<file path="src/assert_macros.svh">
// ----------------------------------------------------------------------------
// assertion macros
// concurrent assertion helpers used by rev_limit_flame_sequencer_core
// ----------------------------------------------------------------------------
`ifndef ASSERT_MACROS_SVH
`define ASSERT_MACROS_SVH

`ifndef NO_ASSERTIONS

// property holds at every clock edge outside reset
`define ASSERT_PROP(lbl, clk, rst, prop) \
   lbl: assert property (@(posedge clk) disable iff (rst) prop) \
      else $error("assertion failed");

// expression is never true outside reset
`define ASSERT_NEVER(lbl, clk, rst, expr) \
   lbl: assert property (@(posedge clk) disable iff (rst) !(expr)) \
      else $error("forbidden condition seen");

`else

`define ASSERT_PROP(lbl, clk, rst, prop)
`define ASSERT_NEVER(lbl, clk, rst, expr)

`endif

`endif

</file>
<file path="src/rlfs_pkg.sv">
// ----------------------------------------------------------------------------
// rlfs_pkg
// types and constants of the rev limit flame sequencer
// ----------------------------------------------------------------------------
package rlfs_pkg;

   // item kinds
   localparam logic FUNC_TICK  = 1'b0;
   localparam logic FUNC_SPARK = 1'b1;

   // flame modes
   localparam logic [1:0] MODE_OFF  = 2'd0;
   localparam logic [1:0] MODE_SAFE = 2'd1;
   localparam logic [1:0] MODE_AGGR = 2'd2;

   // csr indexes
   localparam int CSR_IDX_W = 2;
   localparam logic [CSR_IDX_W-1:0] CSR_ENABLE     = 2'd0;
   localparam logic [CSR_IDX_W-1:0] CSR_FLAME_MODE = 2'd1;

   localparam logic [31:0] UPTIME_MIN_MS = 32'd30000;
   localparam logic [16:0] HEADROOM_RPM  = 17'd200;
   localparam logic [31:0] SAMPLE_MS     = 32'd10;

   localparam logic [31:0] LCG_MUL  = 32'd1664525;
   localparam logic [31:0] LCG_ADD  = 32'd1013904223;
   localparam logic [31:0] LCG_INIT = 32'hF1AEC0DE;
   // seed after the first lcg step, kept one step ahead in state
   localparam logic [63:0] LCG_FIRST_W = 64'(LCG_INIT) * 64'(LCG_MUL) + 64'(LCG_ADD);
   localparam logic [31:0] LCG_FIRST   = LCG_FIRST_W[31:0];

   // safe set
   localparam logic [31:0] SAFE_DELAY_MS = 32'd1000;
   localparam logic [31:0] SAFE_CAP_MS   = 32'd3000;
   localparam logic [31:0] SAFE_COOL_MS  = 32'd2000;
   localparam logic [15:0] SAFE_VMIN_MV  = 16'd11500;
   localparam logic [12:0] SAFE_BASE_Q8  = 13'd1280;

   // aggressive set
   localparam logic [31:0] AGGR_DELAY_MS = 32'd1500;
   localparam logic [31:0] AGGR_CAP_MS   = 32'd5000;
   localparam logic [31:0] AGGR_COOL_MS  = 32'd5000;
   localparam logic [15:0] AGGR_VMIN_MV  = 16'd12000;
   localparam logic [12:0] AGGR_BASE_Q8  = 13'd3072;

   localparam logic [12:0] JIT_DIV   = 13'd510;
   localparam logic [12:0] JIT_ROUND = 13'd255;

   typedef struct packed {
      logic        func;
      logic [31:0] now_ms;
      logic [15:0] rpm;
      logic [15:0] overrev_rpm;
      logic        rev_limited;
      logic        spark_armed;
      logic        launch_on;
      logic        battery_derated;
      logic        battery_check_on;
      logic [15:0] battery_mv;
      logic        full_cut;
      logic [15:0] main_limit_rpm;
   } req_type;

   typedef struct packed {
      logic        fire;
      logic        active;
      logic [12:0] retard_q8;
      logic        in_cooldown;
      logic [15:0] cooldown_left_ms;
      logic [15:0] active_elapsed_ms;
   } rsp_type;

   typedef struct packed {
      logic        active;
      logic [12:0] retard;
      logic [31:0] engage_start;
      logic [31:0] active_start;
      logic [31:0] cooldown_deadline;
      logic [31:0] last_sample;
      logic [1:0]  phase;
      logic [31:0] lcg_next;
   } state_type;

endpackage

</file>
<file path="src/rlfs_step.sv">
// ----------------------------------------------------------------------------
// rlfs_step
// next state and result of one beat from the current state and config
// ----------------------------------------------------------------------------
module rlfs_step
   import rlfs_pkg::*;
(
   input  logic       enable,
   input  logic [1:0] flame_mode,
   input  state_type  st,
   input  req_type    item,
   output state_type  nxt,
   output rsp_type    res
);

   logic        aggr;
   logic [31:0] delay_ms;
   logic [31:0] cap_ms;
   logic [31:0] cool_ms;
   logic [15:0] vmin_mv;
   logic [12:0] base_q8;
   logic [7:0]  rnd;
   logic [10:0] jit_x;
   logic [12:0] jit_y;
   logic [3:0]  jit_q;
   logic [12:0] new_retard;
   logic        gate_fail;
   logic [31:0] now;
   logic [31:0] eng;
   logic [31:0] d_eng;
   logic [31:0] act_st;
   logic [31:0] d_act;
   logic [31:0] d_smp;
   logic [31:0] d_cd;
   logic [31:0] d_out;
   logic [31:0] rem;
   logic [31:0] el;
   logic        fire;

   assign aggr     = (flame_mode == MODE_AGGR);
   assign delay_ms = aggr ? AGGR_DELAY_MS : SAFE_DELAY_MS;
   assign cap_ms   = aggr ? AGGR_CAP_MS : SAFE_CAP_MS;
   assign cool_ms  = aggr ? AGGR_COOL_MS : SAFE_COOL_MS;
   assign vmin_mv  = aggr ? AGGR_VMIN_MV : SAFE_VMIN_MV;
   assign base_q8  = aggr ? AGGR_BASE_Q8 : SAFE_BASE_Q8;
   assign now      = item.now_ms;

   // jitter: x + floor((2x + 255) / 510), x = r * jitter
   assign rnd   = st.lcg_next[23:16];
   assign jit_x = aggr ? {rnd, 3'b000} : ({2'b00, rnd, 1'b0} + {3'b000, rnd});
   assign jit_y = {1'b0, jit_x, 1'b0} + JIT_ROUND;

   always_comb begin
      jit_q = '0;
      for (int k = 1; k <= 8; k++) begin
         if (jit_y >= 13'(k * 510)) begin
            jit_q = jit_q + 4'd1;
         end
      end
   end

   assign new_retard = base_q8 + {2'b00, jit_x} + {9'd0, jit_q};

   assign gate_fail = !enable || (flame_mode == MODE_OFF) || (now < UPTIME_MIN_MS) ||
                      !item.spark_armed || item.launch_on || item.battery_derated ||
                      (item.battery_check_on && (item.battery_mv < vmin_mv)) ||
                      d_cd[31] || item.full_cut || !item.rev_limited ||
                      !(({1'b0, item.rpm} + HEADROOM_RPM) < {1'b0, item.overrev_rpm});

   assign d_cd   = now - st.cooldown_deadline;
   assign eng    = (st.engage_start == '0) ? now : st.engage_start;
   assign d_eng  = now - eng;
   assign act_st = st.active ? st.active_start : now;
   assign d_act  = now - act_st;
   assign d_smp  = now - st.last_sample;

   always_comb begin
      nxt  = st;
      fire = 1'b1;
      if (item.func == FUNC_TICK) begin
         if (gate_fail) begin
            nxt.active       = 1'b0;
            nxt.retard       = '0;
            nxt.engage_start = '0;
            nxt.active_start = '0;
            nxt.phase        = '0;
         end else begin
            nxt.engage_start = eng;
            if (d_eng[31] || (d_eng < delay_ms)) begin
               nxt.active = 1'b0;
               nxt.retard = '0;
            end else begin
               if (!st.active) begin
                  nxt.phase = '0;
               end
               nxt.active       = 1'b1;
               nxt.active_start = act_st;
               if (!d_act[31] && (d_act >= cap_ms)) begin
                  nxt.cooldown_deadline = now + cool_ms;
                  nxt.active            = 1'b0;
                  nxt.retard            = '0;
                  nxt.engage_start      = '0;
                  nxt.active_start      = '0;
                  nxt.phase             = '0;
               end else if (!d_smp[31] && (d_smp >= SAMPLE_MS)) begin
                  nxt.retard      = new_retard;
                  nxt.last_sample = now;
                  nxt.lcg_next    = st.lcg_next * LCG_MUL + LCG_ADD;
               end
            end
         end
      end else if (st.active) begin
         nxt.phase = (st.phase == 2'd2) ? 2'd0 : st.phase + 2'd1;
         if (aggr) begin
            fire = (nxt.phase == 2'd0);
         end else begin
            fire = (nxt.phase != 2'd2);
         end
      end
   end

   assign rem   = nxt.cooldown_deadline - now;
   assign d_out = now - nxt.cooldown_deadline;
   assign el    = now - nxt.active_start;

   always_comb begin
      res.fire              = fire;
      res.active            = nxt.active;
      res.retard_q8         = nxt.active ? nxt.retard : '0;
      res.in_cooldown       = d_out[31];
      res.cooldown_left_ms  = (rem[31] || (rem == '0)) ? 16'd0 :
                              ((rem[31:16] != '0) ? 16'hFFFF : rem[15:0]);
      res.active_elapsed_ms = !nxt.active ? 16'd0 :
                              ((el[31:16] != '0) ? 16'hFFFF : el[15:0]);
   end

endmodule

</file>
<file path="src/rev_limit_flame_sequencer_core.sv">
// ----------------------------------------------------------------------------
// rev_limit_flame_sequencer_core
// exhaust flame sequencer: gate chain, engage delay, duration cap, jittered
// retard and spark skip pattern, one result beat per request beat
// ----------------------------------------------------------------------------
//  channel  handshake            payload            direction
//  req      req_valid/req_stall  req_data           in
//  rsp      rsp_valid/rsp_stall  rsp_data           out
//  csr      csr_valid/csr_ready  csr_index/wdata    in
//
//  one beat per cycle sustained while rsp_stall is low; a beat passes from req to rsp
//  through the input register, then one pass of the step logic into the result register
//  reset clears the state to its power-up values and both registers to empty
//  rsp_stall holds the result register; the input register keeps taking a
//  beat until it is full too, then req_stall rises
// ----------------------------------------------------------------------------
`include "assert_macros.svh"

module rev_limit_flame_sequencer_core
   import rlfs_pkg::*;
(
   input  logic                 clock,
   input  logic                 reset,
   input  logic                 req_valid,
   output logic                 req_stall,
   input  req_type              req_data,
   output logic                 rsp_valid,
   input  logic                 rsp_stall,
   output rsp_type              rsp_data,
   input  logic                 csr_valid,
   output logic                 csr_ready,
   input  logic [CSR_IDX_W-1:0] csr_index,
   input  logic [1:0]           csr_wdata
);

   logic       in_valid_ff;
   logic       in_valid_in;
   req_type    in_data_ff;
   logic       rsp_valid_ff;
   logic       rsp_valid_in;
   rsp_type    rsp_data_ff;
   logic       enable_ff;
   logic [1:0] mode_ff;
   state_type  state_ff;
   state_type  state_in;
   state_type  step_nxt;
   rsp_type    step_res;
   logic       advance;
   logic       req_take;
   logic       csr_hit;

   rlfs_step u_step (
      .enable     (enable_ff),
      .flame_mode (mode_ff),
      .st         (state_ff),
      .item       (in_data_ff),
      .nxt        (step_nxt),
      .res        (step_res)
   );

   assign advance      = in_valid_ff && (!rsp_valid_ff || !rsp_stall);
   assign req_stall    = in_valid_ff && !advance;
   assign req_take     = req_valid && !req_stall;
   assign in_valid_in  = req_take || (in_valid_ff && !advance);
   assign rsp_valid_in = advance || (rsp_valid_ff && rsp_stall);
   assign csr_ready    = 1'b1;
   assign csr_hit      = csr_valid && ((csr_index == CSR_ENABLE) ||
                                       (csr_index == CSR_FLAME_MODE));
   assign rsp_valid    = rsp_valid_ff;
   assign rsp_data     = rsp_data_ff;

   // config write clears the run and the cooldown deadline
   always_comb begin
      state_in = state_ff;
      if (csr_hit) begin
         state_in.active            = 1'b0;
         state_in.retard            = '0;
         state_in.engage_start      = '0;
         state_in.active_start      = '0;
         state_in.phase             = '0;
         state_in.cooldown_deadline = '0;
      end else if (advance) begin
         state_in = step_nxt;
      end
   end

   always_ff @(posedge clock) begin
      if (reset) begin
         in_valid_ff                 <= 1'b0;
         rsp_valid_ff                <= 1'b0;
         enable_ff                   <= 1'b0;
         mode_ff                     <= MODE_OFF;
         state_ff.active             <= 1'b0;
         state_ff.retard             <= '0;
         state_ff.engage_start       <= '0;
         state_ff.active_start       <= '0;
         state_ff.cooldown_deadline  <= '0;
         state_ff.last_sample        <= '0;
         state_ff.phase              <= '0;
         state_ff.lcg_next           <= LCG_FIRST;
      end else begin
         in_valid_ff  <= in_valid_in;
         rsp_valid_ff <= rsp_valid_in;
         state_ff     <= state_in;
         if (csr_valid && (csr_index == CSR_ENABLE)) begin
            enable_ff <= csr_wdata[0];
         end
         if (csr_valid && (csr_index == CSR_FLAME_MODE)) begin
            mode_ff <= csr_wdata;
         end
      end
   end

   always_ff @(posedge clock) begin
      if (req_take) begin
         in_data_ff <= req_data;
      end
      if (advance) begin
         rsp_data_ff <= step_res;
      end
   end

   `ASSERT_NEVER(a_phase_range, clock, reset, state_ff.phase == 2'd3)
   `ASSERT_NEVER(a_retard_range, clock, reset, state_ff.retard > 13'd5120)
   `ASSERT_PROP(a_idle_retard, clock, reset, rsp_valid_ff && !rsp_data_ff.active |-> rsp_data_ff.retard_q8 == '0)
   `ASSERT_PROP(a_idle_elapsed, clock, reset, rsp_valid_ff && !rsp_data_ff.active |-> rsp_data_ff.active_elapsed_ms == '0)
   `ASSERT_PROP(a_rsp_hold, clock, reset, rsp_valid_ff && rsp_stall |=> rsp_valid_ff && $stable(rsp_data_ff))

endmodule
</file>
<file path="config.mk">
export PLATFORM = sky130hd
export DESIGN_NAME = rev_limit_flame_sequencer_core
export DESIGN_NICKNAME = d
export VERILOG_FILES = /design/src/rlfs_pkg.sv /design/src/rlfs_step.sv /design/src/rev_limit_flame_sequencer_core.sv
export VERILOG_INCLUDE_DIRS = /design/src /design/src/src
export SDC_FILE = /design/constraint.sdc
export NUM_CORES = 1
export LEC_CHECK = 0
export CORE_MARGIN = 4
export CORE_UTILIZATION = 55
export CTS_BUF_LIST = sky130_fd_sc_hd__clkbuf_4
export DETAILED_ROUTE_END_ITERATION = 16
export DONT_BUFFER_PORTS = 1
export GPL_TIMING_DRIVEN = 0
export PLACE_DENSITY = 0.75
export SLEW_MARGIN = 20
export SYNTH_ARGS = -nofsm -noshare
export SYNTH_HDL_FRONTEND = slang
export SYNTH_HIERARCHICAL = 1
export SYNTH_SLANG_ARGS = --single-unit
</file>
<file path="constraint.sdc">
create_clock -name clock -period 28.3 [get_ports clock]
set_input_delay 4.245 -clock clock [delete_from_list [all_inputs] [get_ports clock]]
set_output_delay 4.245 -clock clock [all_outputs]
set_load 0.1 [all_outputs]
</file>
# Word level (Yosys, flattened, before mapping)
# Cells that the tools add are included.
[classes]
n_addsub = 22
mul = 1
div_mod_pow = 0
order_cmp = 14
eq_ne = 7
shift = 0
mux = 38
bitwise = 5
n_reduce_logical = 48
[op_table]
columns = ["op", "n"]
rows = [
  ["$sub 32x32->32", 7],
  ["$mux 32", 6],
  ["$mux 162", 1],
  ["$mux 142", 1],
  ["$mux 96", 1],
  ["$mux 78", 1],
  ["$logic_not 32->1", 2],
  ["$mux 64", 1],
  ["$ge 13x12->1 const B", 4],
  ["$mux 13", 4],
  ["$add 32x30->32 const B", 1],
  ["$add 32x32->32", 1],
  ["$ge 32x32->1", 1],
  ["$ge 32x4->1 const B", 1],
  ["$lt 32x15->1 const B", 1],
  ["$lt 32x32->1", 1],
  ["$mul 32x21->32 const B", 1],
  ["$mux 16", 2],
  ["$reduce_bool 16->1", 2],
  ["$mux 4", 7],
  ["$ge 13x11->1 const B", 2],
  ["$add 4x1->4 const B", 6],
  ["$mux 11", 2],
  ["$add 16x8->17 const B", 1],
  ["other kinds (30)", 78],
]
[totals]
reg_bits = 316
latch_bits = 0
ram_bits = 0
mem_bits_ro = 0
input_bits = 112
output_inout_bits = 51
wordCells = 164
memories = 0

# Depth between registers and ports, before layout
[depth]
depth_word = 28
mapped_depth = 45
depth_no_buf = 42

# By module
# Netlist, hierarchy kept.
[modules_own_cells]
columns = ["mod", "instances", "cells_each", "area_per_inst_um2", "seq_area_each_um2"]
rows = [
  ["rlfs_step", 1, 3229, 23186.0, 0.0],
  ["rev_limit_flame_sequencer_core", 1, 940, 11476.0, 8157.8],
]

# Worst setup path after synthesis
# No wires, ideal clock.
[synth_path]
path_kind = "in2reg"
start = "in rsp_stall"
end = "reg, netlist name in_data_ff[0]"
setup_time_ns = 0.576
t_arrival_ns = 9.420
path_slack_ns = 18.304
cell_stages = 2
cell_sequence = "and3_1 > nor2b_1"
[synth_rtl]
columns = ["element", "line", "source"]
rows = [
  ["from (decl)", "rev_limit_flame_sequencer_core.sv:28", "input logic rsp_stall,"],
]

==> out/summary.txt <==
io pins - 163
post-CTS setup buffers - 0
Crit. End Element - flop
biggest cell delay along the critical path - 1090 ps
pwr/cell area - 36.37 nW/um^2
clk slew on worst S/H paths - 60 ps
Total GRT Usage - 30.96%
CP top delay family - compound AO/OA/AOI/OAI gates
max cap viols - 0
Post-DP HPWL - 73,040 um
Crit path required time - 28,800 ps
Fin. Hold Viols - 0
syn nets - 4,478
vias per cell - 6.016
crit path max-delay cell type - edfxtp_1
Hold Path Origin - state_ff[105]
Skew-Pair Late Insertion Delay - 900 ps
Final Hold Slack - 471.7 ps
combinational share of power - 22.3%
worst path arrival time - 13,460 ps
Die Y - 247.4 um
final cycle utilization of the critical path - 45.76%
CP bufs+invs - 6
placed cell areas - 32,600 um^2
CTS Buf Count - 89
H-tree Lvls - 3
first-pass GRT wire length - 149,900 um
switch share - 35.04%
Resize count post-CTS - 0
Tightest Pin Transition - 1168 ps
most frequent cells in the layout - nand2_1, inv_1, ha_1, a21oi_1, o21ai_0
GRT overflow - 0
Post-CTS Hold Fix Bufs - 0
Rows - 87
nets - 4,575
fillers - 5,175
final wirelength - 96,900 um
Worst Skew - 93.63 ps
Synth Instances - 3,886
Sum Neg Setup Slack - 0 ps
Area Overhead vs Synth - 7.270%
Hold Path Class - reg -> reg
status - completed
Startpoint Class - flop
DRC violation count after routing - 0
relative slew slack - 22.14%
Initial Util - 55.67%
Sequential Power Share - 41.8%
input/output buffers - 0
fraction of layout cells with a size suffix above 1 - 7.155%
Routed WL per cell - 20.11 um
final instance area - 33,800 um^2
Die Area - 61,190 um^2
Setup Viol. Count Final - 0
Synth Cell Area - 31,510 um^2
Leak - 14.12 nW
Final min period - 12,950 ps
drt initial violations - 3,250
Core Area - 56,600 um^2
VDD IR max - 0.03483 mV
Max Slew Vio Count - 0
Synth Warn # - 6
average cell area after synthesis - 8.109 um^2
commonest non-fill, non-tap cell in the layout - nand2_1
vias in the first global route - 27,020
final RePlAce weighted congestion - 1.006
Vias - 28,990
RR Startpoint - in_data_ff[79]
clk sink count - 306
Fmax - 0.07722 GHz
Clk pwr share - 35.9%
Die Wd - 247.4 um
Max FO, Critical Path - 10
worst setup path class - reg -> reg
largest net degree at the start of global routing - 46
Max clock buf depth - 3
crit path launch - in_data_ff[79]
Pre-antenna DRT Iters - 8
cell-internal power - 0.0007985 W
initial antenna violation count - 9
ANT nets after route - 0
RSZ-0062 raised after global routing - no
CTS tree - done
NetSw - 0.0004308 W
root buf cell - clkbuf_4
-- path summary, 6_finish.rpt --
kind	end	slack (ps)	depth (start not counted)
setup reg to reg	rsp_data[31]	15350	42
hold reg to reg	state_ff[105]	470	2
setup / recovery	rsp_data[31]	15350	42
hold / removal	state_ff[105]	470	2
-- cell type report --
type	count	area, um^2	share of cell area, %
multi-input cells	3019	21710	64.22
clock inverters	33	201.4	0.5959
clock buffers	128	960.9	2.843
plain buffers	152	824.5	2.439
inverters	409	1535	4.542
repair buffers	6	145.1	0.4294
flip-flops and latches	306	7457	22.06
diodes	10	25.02	0.07403
well taps	756	945.9	2.798
-- flip-flops by register name (all words and copies together), names as in the netlist --
name	cells
state_ff	168
in_data_ff	85
rsp_data	48
mode_ff	2
enable_ff	1
in_valid_ff	1
rsp_valid	1
-- stage by stage --
stage                     cells  total power, W  setup WS, ps  utilization (%)
after detailed placement   4647       0.0007880         16020            57.59
after global placement     4642       0.0007830         16000            57.34
after global routing       4819        0.001290         14690            59.72
final                      4819        0.001229         15350            59.72
after CTS                  4808        0.001235         15880            59.65
after floorplan            3886       0.0007137         18990                -
-- worst reg2reg max path: cells and delay by family (launching register included) --
| kind | cells | cell delay [ps] |
|---|---|---|
| compound gates | 19 | 5700 |
| flops | 1 | 1090 |
| buf+inv | 6 | 1640 |
| simple gates | 11 | 2780 |
| xor+xnor | 2 | 340 |
| fa+ha+maj | 4 | 1050 |
-- layer usage --
layer | wire (um) | share of wire [%] | GRT usage (%) | up-vias
met5 | 13 | 0.013 | 0 | -
met4 | 4916 | 5.1 | 14.85 | 2
met3 | 8371 | 8.6 | 6.482 | 271
met2 | 43340 | 45 | 48.99 | 1238
met1 | 40260 | 42 | 40.56 | 13630
li1 | - | - | - | 13850
-- power by group through the flow --
stage | sequential, W | combinational [W] | clock [W]
final | 0.000514 | 0.000274 | 0.000441
after global placement | 0.000524 | 0.000259 | 0
after detailed placement | 0.000524 | 0.000264 | 0
after CTS | 0.000514 | 0.000266 | 0.000455
after global routing | 0.000514 | 0.000300 | 0.000475
after floorplan | 0.000511 | 0.000202 | 0
(Power assumes the default switching activity.)
